==> config.mk <==
export PLATFORM = sky130hd
export DESIGN_NAME = wlsa_ctrl
export DESIGN_NICKNAME = d
export VERILOG_FILES = /design/src/rtl/wlsa_pkg.sv /design/src/rtl/wlsa_ctrl.sv
export SDC_FILE = /design/constraint.sdc
export NUM_CORES = 1
export LEC_CHECK = 0
export BUFFER_PORTS_ARGS = -buffer_cell sky130_fd_sc_hd__buf_2
export CAP_MARGIN = 0
export CORE_AREA = 10 10 47 49
export DETAILED_ROUTE_END_ITERATION = 10
export DIE_AREA = 0 0 57 59
export PLACE_DENSITY = 0.32
export SYNTH_ARGS = -nofsm -noshare
export SYNTH_HDL_FRONTEND = slang
export SYNTH_SLANG_ARGS = --single-unit
==> constraint.sdc <==
create_clock -name i_clk -period 1.2 [get_ports i_clk]
set_clock_uncertainty 0.15 [all_clocks]
set_input_delay 0.24 -clock i_clk [delete_from_list [all_inputs] [get_ports i_clk]]
set_output_delay 0.24 -clock i_clk [all_outputs]
set_load 0.01 [all_outputs]
==> src/rtl/wlsa_pkg.sv <==
// Package: shared types, constants and the logit ROM builder for the score accumulator.
`timescale 1ns / 1ps
package wlsa_pkg;

    localparam int ZONE_COUNT        = 5;
    localparam int COUNTER_WIDTH     = 32;
    localparam int LOGIT_TABLE_DEPTH = 1024;
    localparam int LOGIT_ADDR_W      = $clog2(LOGIT_TABLE_DEPTH);

    localparam int PROB_W      = 17;
    localparam int LOGIT_W     = 16;
    localparam int ACC_W       = 48;
    localparam int RANK_W      = 24;
    localparam int RCODE_W     = 4;
    localparam int ZONE_W      = 3;
    localparam int BOUND_COUNT = 4;
    localparam int CFG_INDEX_W = 3;
    localparam int CFG_DATA_W  = 24;

    localparam logic [PROB_W-1:0]  PROB_ONE = 17'd65536;
    localparam logic [RCODE_W-1:0] NX_RCODE = 4'd3;
    localparam logic [ZONE_W-1:0]  ZONE_IDX_MAX = ZONE_W'(ZONE_COUNT - 1);
    localparam logic [PROB_W-1:0]  ZONE_BOUNDS [BOUND_COUNT] =
        '{17'd6554, 17'd16384, 17'd32768, 17'd58983};

    localparam logic [1:0] WIN_QUERIES   = 2'd0;
    localparam logic [1:0] WIN_RESPONSES = 2'd1;
    localparam logic [1:0] WIN_BOTH      = 2'd2;

    localparam logic signed [ACC_W-1:0] ACC_MAX = {1'b0, {(ACC_W-1){1'b1}}};
    localparam logic signed [ACC_W-1:0] ACC_MIN = {1'b1, {(ACC_W-1){1'b0}}};

    typedef enum logic [CFG_INDEX_W-1:0] {
        CFG_WINDOW_MODE    = 3'd0,
        CFG_NX_INCREMENT   = 3'd1,
        CFG_WL_RANK_LIMIT  = 3'd2,
        CFG_WL_LOGIT       = 3'd3,
        CFG_POS_LIMIT      = 3'd4,
        CFG_NEG_LIMIT      = 3'd5
    } t_cfg_index;

    typedef enum logic [1:0] {
        S_IDLE   = 2'd0,
        S_PREP   = 2'd1,
        S_READ   = 2'd2,
        S_UPDATE = 2'd3
    } t_state;

    typedef struct packed {
        logic in_ready;
        logic load_in;
        logic prep;
        logic rom_rd;
        logic update;
    } t_ctrl_cmd;

    typedef struct packed {
        logic in_valid;
        logic out_free;
    } t_ctrl_sts;

    typedef logic signed [LOGIT_W-1:0] t_logit_table [LOGIT_TABLE_DEPTH];

    // log2 in Q16: integer part from the leading one, fraction by repeated squaring
    function automatic logic [31:0] log2_q16(input logic [63:0] x);
        logic [63:0] m;
        logic [31:0] e;
        logic [15:0] frac;
        e    = 32'd0;
        frac = 16'd0;
        for (int b = 0; b < 64; b++) begin
            if (x[b]) begin
                e = 32'(b);
            end
        end
        m = x << (32'd30 - e);
        for (int k = 0; k < 16; k++) begin
            m    = (m * m) >> 30;
            frac = {frac[14:0], 1'b0};
            if (m >= (64'd1 << 31)) begin
                m       = m >> 1;
                frac[0] = 1'b1;
            end
        end
        return {e[15:0], frac};
    endfunction

    function automatic t_logit_table build_logit_table();
        t_logit_table tab;
        logic [63:0] a;
        logic [63:0] b;
        logic signed [63:0] d;
        logic [63:0] mag;
        logic signed [63:0] r;
        for (int i = 0; i < LOGIT_TABLE_DEPTH; i++) begin
            a   = 64'(2 * i + 1);
            b   = 64'(2 * LOGIT_TABLE_DEPTH) - a;
            d   = (signed'({32'd0, log2_q16(a)}) - signed'({32'd0, log2_q16(b)})) * 64'sd45426;
            mag = (d < 0) ? 64'(-d) : 64'(d);
            mag = (mag + (64'd1 << 23)) >> 24;
            if (mag > 64'd32768) begin
                mag = 64'd32768;
            end
            r = (d < 0) ? -signed'(mag) : signed'(mag);
            if (r > 64'sd32767) begin
                r = 64'sd32767;
            end
            tab[i] = r[LOGIT_W-1:0];
        end
        return tab;
    endfunction

    function automatic logic [COUNTER_WIDTH-1:0] sat_inc(input logic [COUNTER_WIDTH-1:0] c);
        return (&c) ? c : c + COUNTER_WIDTH'(1);
    endfunction

endpackage

==> src/rtl/wlsa_ctrl.sv <==
// Controller: sequences one message through prepare, ROM read and counter update.
`timescale 1ns / 1ps
module wlsa_ctrl import wlsa_pkg::*; (
    input  logic      i_clk,
    input  logic      i_rst_n,
    input  t_ctrl_sts i_sts,
    output t_ctrl_cmd o_cmd
);

    t_state r_state;
    t_state n_state;

    always_ff @(posedge i_clk) begin
        if (!i_rst_n) begin
            r_state <= S_IDLE;
        end else begin
            r_state <= n_state;
        end
    end

    always_comb begin
        n_state = r_state;
        o_cmd   = '0;
        case (r_state)
            S_IDLE: begin
                // no transfer while reset is held
                o_cmd.in_ready = i_rst_n;
                if (i_rst_n && i_sts.in_valid) begin
                    o_cmd.load_in = 1'b1;
                    n_state       = S_PREP;
                end
            end
            S_PREP: begin
                o_cmd.prep = 1'b1;
                n_state    = S_READ;
            end
            S_READ: begin
                o_cmd.rom_rd = 1'b1;
                n_state      = S_UPDATE;
            end
            S_UPDATE: begin
                // hold here while the previous result has not been taken
                if (i_sts.out_free) begin
                    o_cmd.update = 1'b1;
                    n_state      = S_IDLE;
                end
            end
            default: begin
                n_state = S_IDLE;
            end
        endcase
    end

endmodule

==> Implementation_results.wiki, run 1 <==
{| class="wikitable"
! Metric !! Value
|-
| TritonCTS clock tree || done
|-
| Data arrival at the endpoint of the critical path || 1.03 ns
|-
| Relative max-transition margin || 87.0%
|-
| Internal Pwr Total || 633 uW
|-
| Unrepaired setup endpoints after global routing || yes
|-
| Net switching power of the design || 356 uW
|-
| Buffers added on ports || 8
|-
| Average detailed-routed wire length per instance || 10.1 um
|-
| Number of antenna violations at the first check in global routing || 0
|-
| Horizontal extent of the die || 57 um
|-
| Sum of routed wire length over all layers || 543 um
|-
| Antenna cells || 0
|-
| Average size of a mapped cell || 8.94 sq um
|-
| Number of rows created at floorplan || 14
|-
| GRT Residual Overflow || 0
|-
| Mean number of vias per cell || 3.56
|-
| Worst endpoint required time || 0.81 ns
|-
| Post-cts hold buffer count || 0
|-
| Total die area || 3360 sq um
|-
| Share of cells above drive strength 1 || 73.7%
|-
| Share of the core filled with cells || 28.6%
|-
| Clock root cell || clkbuf_4
|-
| Post-layout min period || 1.42 ns
|-
| Share of total power in the clock network || 14.8%
|-
| Core region area || 1400 sq um
|-
| Violated checks || setup timing
|-
| Area fraction in compound gates after synthesis || 9.33%
|-
| Total of max-cap violations || 0
|-
| Power density of the placed cells || 2470 nW/um^2
|-
| Hold Crit Start || i_rst_n
|-
| Nets in the synthesized netlist || 30
|-
| Hold WC Path Type || input port to flop
|-
| Max-slew violation total from the final report || 0
|-
| Slew of the pin with the lowest slew margin || 0.193 ns
|-
| Number of different library cells in the post-synthesis netlist || 10
|-
| Highest Clock Rate || 705 MHz
|-
| Global placement routability congestion || 0.673
|-
| Layout-stage area growth over the synthesis result || 113%
|-
| R2r startpoint || r_state[0]$_SDFFE_PN0P_
|-
| Nets || 49
|-
| Post-Synth Adder-Cell Area || 33.3%
|-
| Number of iterations in the first detailed-routing pass || 2
|-
| Number of fill cells in the layout || 153
|-
| Register with the most flip-flops || r_state
|-
| HPWL reported at the end of detailed placement || 415 um
|-
| Synth Area in Simple Gates || 17.3%
|-
| Initial Utilization || 13.4%
|-
| Run status || finished with violations
|-
| Cell type of the slowest stage on the worst timing path || dfxtp_2
|-
| Fraction of the yosys area taken by sequential cells || 21.3%
|-
| Static leakage || 0.000184 uW
|-
| Maximum level of the CTS H-tree || 1
|-
| Sort of element at the end of the critical path || primary output
|-
| Violation count after the first detailed-route iteration || 2
|-
| Crit path cell chain || inv_2, ha_4, and3_4, buf_6
|-
| Combinational share of power || 71.0%
|-
| Yosys Warn Count || 0
|-
| Final setup fails || 7
|-
| Peak supply drop || 0.756 mV
|-
| Largest buffer count on any clock path || 2
|-
| IO Count || 9
|-
| Pin count of the biggest net entering global routing || 7
|-
| Remaining antenna violation count after routing || 0
|-
| Clock transition at the register clock pins on the worst setup and hold paths after CTS || 0.03 ns
|-
| Maximum net fanout on the critical path || 3
|-
| Reg power frac || 14.1%
|-
| Final worst path period share || 118%
|-
| # DRC || 0
|-
| Worst path max stage delay || 0.34 ns
|-
| Minimum hold slack || 0.173 ns
|-
| Hold violation total from the final report || 0
|-
| Vert. Die Dim || 59 um
|-
| First-pass GRT wire length || 1.03 mm
|-
| Synth Area in XOR/XNOR || 0%
|-
| Post-route cell area || 400 sq um
|-
| Post-synthesis mux area share || 10.7%
|-
| Instance count of the mapped netlist || 21
|-
| Mapped Area || 188 sq um
|-
| PnR worst setup slack || -0.219 ns
|-
| Total of flip-flops plus latches after synthesis || 2
|-
| Leading registers by flop count || r_state: 2 flops
|-
| Element type at the critical path start || flop
|-
| Clock network latency to the later pin of the worst-skew pair || 0.22 ns
|-
| Number of flip-flops in the largest register || 2
|-
| Vias || 192
|-
| Vias in the first global route || 230
|-
| Combinational family with the most area after synthesis || adder cells
|-
| Setup crit start || r_state[0]$_SDFFE_PN0P_
|-
| Total CTS buffers || 3
|-
| Startpoint-to-endpoint class of the critical path || flop to primary output
|-
| Clock net sink count || 2
|-
| Switching share of power || 36.0%
|-
| Overall routing resource usage || 4.19%
|-
| Instance area after placement || 279 sq um
|}
[layout by cell type (no fill, tap or decap)]
cell / Yosys / final
ha_4: 0 / 3
dfxtp_2: 0 / 2
mux2i_1: 2 / 2
and3_4: 0 / 1
buf_2: 0 / 4
clkbuf_4: 0 / 3
and2_4: 0 / 1
inv_2: 0 / 3
nand2_1: 3 / 3
buf_4: 0 / 4
o21ai_0: 1 / 1
and2_1: 1 / 1
ha_1: 5 / 2
inv_1: 4 / 1
buf_6: 0 / 6
o22ai_4: 0 / 1
[stage by stage]
| stage | TNS, ns | power, uW | setup WS, ns | std cells |
|---|---|---|---|---|
| after floorplan | 0 | 354 | 0.0136 | 21 |
| after global placement | -0.365 | 536 | -0.0951 | 49 |
| after detailed placement | -0.459 | 539 | -0.117 | 49 |
| after CTS | -1.40 | 1010 | -0.231 | 54 |
| after global routing | -1.70 | 1110 | -0.269 | 54 |
| final | -1.30 | 989 | -0.219 | 54 |
[area by class of cell]
class	instances	area, sq um	share of cell area [%]
Timing Repair Buffer	14	118	29.4
Inverter	4	15.0	3.75
Tap cell	16	20.0	5.00
Clock buffer	3	22.5	5.62
Multi-Input combinational cell	15	183	45.6
Sequential cell	2	42.5	10.6
[final timing paths]
path         cells after the start  slack, ns                       to
min                              3       0.17  r_state[1]$_SDFFE_PN0P_
min reg2reg                      3       0.48  r_state[1]$_SDFFE_PN0P_
max                              4      -0.22                 o_cmd[3]
max reg2reg                      7      -0.14  r_state[1]$_SDFFE_PN0P_
[synth_stat cells]
library cell	n	area [sq um]
o22ai_2	1	12.5
mux2i_1	2	20.0
dfxtp_1	2	40.0
nand2_1	3	11.3
ha_1	5	62.6
and2_2	1	7.51
and3_2	1	7.51
inv_1	4	15.0
and2_1	1	6.26
o21ai_0	1	5.00
[kinds of logic after synthesis]
group           after synthesis
simple gates                  6
flops                         2
mux                           2
fa+ha+maj                     5
compound gates                2
buf+inv                       4
[what timing repair did]
item                       CTS  global route
cloned                       0             0
buffers inserted             2             0
resized for setup           19             0
pin swaps                    1             1
setup endpoints to repair    7             7
[power groups by stage]
| stage | clock [uW] | combinational [uW] | sequential, uW |
|---|---|---|---|
| after floorplan | 0 | 226 | 128 |
| after global placement | 0 | 406 | 130 |
| after detailed placement | 0 | 408 | 131 |
| after CTS | 157 | 713 | 140 |
| after global routing | 169 | 794 | 145 |
| final | 147 | 702 | 140 |
[routing by layer]
| layer | GRT usage, % | up-vias | wire length (um) |
|---|---|---|---|
| met5 | 0 | - | 0 |
| met4 | 3.02 | 0 | 0 |
| met3 | 3.65 | 0 | 39 |
| met2 | 5.74 | 7 | 238 |
| met1 | 4.03 | 84 | 265 |
| li1 | - | 101 | - |
[worst max-delay path: cells and delay by family, from the launching register on]
family                     cells  cell delay, ns
DFF                            1            0.34
buffers and inverters          2            0.17
and+or+nand+nor                1            0.14
adders and majority gates      1            0.16
Note: power is estimated with default switching activity, not from simulation.
==> inputs of run 2 (changes only) <==
--- a/config.mk
+++ b/config.mk
@@ -10,7 +10,7 @@
 export CORE_AREA = 10 10 47 49
 export DETAILED_ROUTE_END_ITERATION = 10
 export DIE_AREA = 0 0 57 59
-export PLACE_DENSITY = 0.32
+export PLACE_DENSITY = 0.31
 export SYNTH_ARGS = -nofsm -noshare
 export SYNTH_HDL_FRONTEND = slang
 export SYNTH_SLANG_ARGS = --single-unit
==> constraint.sdc (replaced) <==
create_clock -name i_clk -period 1.4 [get_ports i_clk]
set_clock_uncertainty 0.15 [all_clocks]
set_input_delay 0.28 -clock i_clk [delete_from_list [all_inputs] [get_ports i_clk]]
set_output_delay 0.28 -clock i_clk [all_outputs]
set_load 0.01 [all_outputs]
==> run 2 against run 1 <==
- the flow still finishes with violations (setup timing)
- wire length shrank 4.8%
- core utilization shrank 1.6 points
- first-iteration DRC count shrank 100%
- critical path depth is the same
- combinational power shrank 27%
- flip-flop and latch count is the same
- sequential share of layout area grew 0.63 points
- setup slack gained 0.13 ns
- global-route usage shrank 0.56 points
- sequential power shrank 20%
- non-clock buffer count shrank 1
- die area is the same
- critical path type unchanged
- critical endpoint is now o_cmd[0]
==> Implementation_results.wiki, run 2 (synthesized netlist as in run 1, its figures left out) <==
{| class="wikitable"
! Metric !! Value
|-
| Run status || finished with violations (unchanged)
|-
| Violated checks || setup timing (unchanged)
|-
| Final worst path period share || 106%
|-
| Number of antenna violations at the first check in global routing || 0 (unchanged)
|-
| Maximum net fanout on the critical path || 3 (unchanged)
|-
| Pin count of the biggest net entering global routing || 7 (unchanged)
|-
| Final sum of negative setup slack || -0.234 ns (was -1.30 ns)
|-
| Total die area || 3360 sq um (unchanged)
|-
| Number of rows created at floorplan || 14 (unchanged)
|-
| Global placement routability congestion || 0.712 (was 0.673)
|-
| Worst endpoint required time || 0.97 ns (was 0.81 ns)
|-
| Clock net sink count || 2 (unchanged)
|-
| Remaining antenna violation count after routing || 0 (unchanged)
|-
| Post-route cell area || 378 sq um (was 400 sq um)
|-
| Share of cells above drive strength 1 || 73.0% (was 73.7%)
|-
| GRT Residual Overflow || 0 (unchanged)
|-
| # DRC || 0 (unchanged)
|-
| Total CTS buffers || 3 (unchanged)
|-
| Startpoint-to-endpoint class of the critical path || flop to primary output (unchanged)
|-
| Hold violation total from the final report || 0 (unchanged)
|-
| Post-layout min period || 1.49 ns
|-
| Instance area after placement || 270 sq um (was 279 sq um)
|-
| Highest Clock Rate || 673 MHz
|-
| Relative max-transition margin || 86.5% (was 87.0%)
|-
| Clock network latency to the later pin of the worst-skew pair || 0.22 ns (about the same)
|-
| Static leakage || 0.000174 uW (was 0.000184 uW)
|-
| Unrepaired setup endpoints after global routing || yes (unchanged)
|-
| Most common cell after layout, fill and taps aside || buf_6 (unchanged)
|-
| Register with the most flip-flops || r_state (unchanged)
|-
| Number of fill cells in the layout || 161 (was 153)
|-
| Antenna cells || 0 (unchanged)
|-
| Number of iterations in the first detailed-routing pass || 1 (was 2)
|-
| Overall routing resource usage || 3.63% (was 4.19%)
|-
| Initial Utilization || 13.4% (unchanged)
|-
| Slew of the pin with the lowest slew margin || 0.200 ns (was 0.193 ns)
|-
| Vias in the first global route || 206 (was 230)
|-
| Share of the core filled with cells || 27.0% (was 28.6%)
|-
| Element type at the critical path start || flop (unchanged)
|-
| Core region area || 1400 sq um (unchanged)
|-
| PnR worst setup slack || -0.0864 ns (was -0.219 ns)
|-
| Clock root cell || clkbuf_4 (unchanged)
|-
| Vert. Die Dim || 59 um (unchanged)
|-
| Leading registers by flop count || r_state: 2 flops (unchanged)
|-
| Power density of the placed cells || 1980 nW/um^2 (was 2470 nW/um^2)
|-
| Clock transition at the register clock pins on the worst setup and hold paths after CTS || 0.03 ns (about the same)
|-
| Buffers added on ports || 8 (unchanged)
|-
| Overall power || 748 uW (was 989 uW)
|-
| Data arrival at the endpoint of the critical path || 1.06 ns (was 1.03 ns)
|-
| TritonCTS clock tree || done (unchanged)
|-
| Max-slew violation total from the final report || 0 (unchanged)
|-
| Maximum level of the CTS H-tree || 1 (unchanged)
|-
| Horizontal extent of the die || 57 um (unchanged)
|-
| Average detailed-routed wire length per instance || 9.75 um (was 10.1 um)
|-
| Hold WC Path Type || input port to flop (unchanged)
|-
| Post-cts hold buffer count || 0 (unchanged)
|-
| Final setup fails || 4 (was 7)
|-
| Total of max-cap violations || 0 (unchanged)
|-
| Sum of routed wire length over all layers || 517 um (was 543 um)
|-
| Commonest non-fill, non-tap cells in the layout || buf_6, buf_2, nand2_1, clkbuf_4, buf_4 (was buf_6, buf_2, buf_4)
|-
| First-pass GRT wire length || 834 um (was 1.03 mm)
|-
| Post-Place Setup Slack || 0.0694 ns (was -0.117 ns)
|-
| Nets || 48 (was 49)
|-
| Sort of element at the end of the critical path || primary output (unchanged)
|-
| Peak supply drop || 0.640 mV (was 0.756 mV)
|-
| IO Count || 9 (unchanged)
|-
| Violation count after the first detailed-route iteration || 0 (was 2)
|-
| Mean number of vias per cell || 3.75 (was 3.56)
|-
| Number of flip-flops in the largest register || 2 (unchanged)
|-
| Layout-stage area growth over the synthesis result || 101% (was 113%)
|-
| Vias || 199 (was 192)
|-
| Largest buffer count on any clock path || 2 (unchanged)
|}
-- run 2: cell count changes in the layout (fill, tap and decap cells not counted) --
cell and change:
ha_2 +2, buf_4 -1, ha_1 -1, ha_4 -1, inv_1 +1, inv_2 -1
o22ai_2 +1, o22ai_4 -1
-- run 2: final cells by class --
type,count,area [sq um],share of cell area (%)
flip-flops and latches,2,42.5,11.3
inverters,4,15.0,3.97
repair buffers,13,110,29.1
well taps,16,20.0,5.30
clock buffers,3,22.5,5.96
multi-input cells,15,168,44.4
-- run 2: per-stage QoR --
stage | instances | hold WS, ns
finish | 53 | 0.223
detailed placement | 48 | 0.455
floorplan | 21 | 0.276
CTS | 52 | 0.216
global placement | 48 | 0.451
global route | 53 | 0.226
-- run 2: per-layer routing --
metal  wire [um]  vias to the layer above  part of all wire, %  track usage (%)
met5           0                        -                    0                0
met3          67                        0                   13             2.79
met4           0                        0                    0             5.03
li1            -                      101                    -                -
met1         201                       89                   39             2.97
met2         249                        9                   48             4.81
-- run 2: what timing repair did --
| item | in CTS | in global routing |
|---|---|---|
| hold endpoints to repair | 0 | 0 |
| buffers inserted | 1 | 1 |
| gates resized for setup | 16 | 2 |
| pin swaps | 1 | 1 |
| endpoints found under the setup margin | 5 | 5 |
-- run 2: critical path, cell delays in order, from the launching register on --
cell and delay [ns]:
dfxtp_2 0.32, buf_6 0.12, ha_4 0.15, and2_1 0.12, buf_2 0.13
-- run 2: path summary, 6_finish.rpt --
path	startpoint	to	slack, ns	depth (start not counted)
worst max register to register	r_state[1]$_SDFFE_PN0P_	r_state[0]$_SDFFE_PN0P_	0.11	6
worst min register to register	r_state[0]$_SDFFE_PN0P_	r_state[0]$_SDFFE_PN0P_	0.45	3
worst min-delay path	i_rst_n	r_state[1]$_SDFFE_PN0P_	0.22	3
worst max-delay path	r_state[1]$_SDFFE_PN0P_	o_cmd[0]	-0.09	4
-- run 2: power breakdown --
group | internal (uW) | switching, uW
combinational | 294 | 215
clock | 94.5 | 31.8
sequential | 91.1 | 21.2
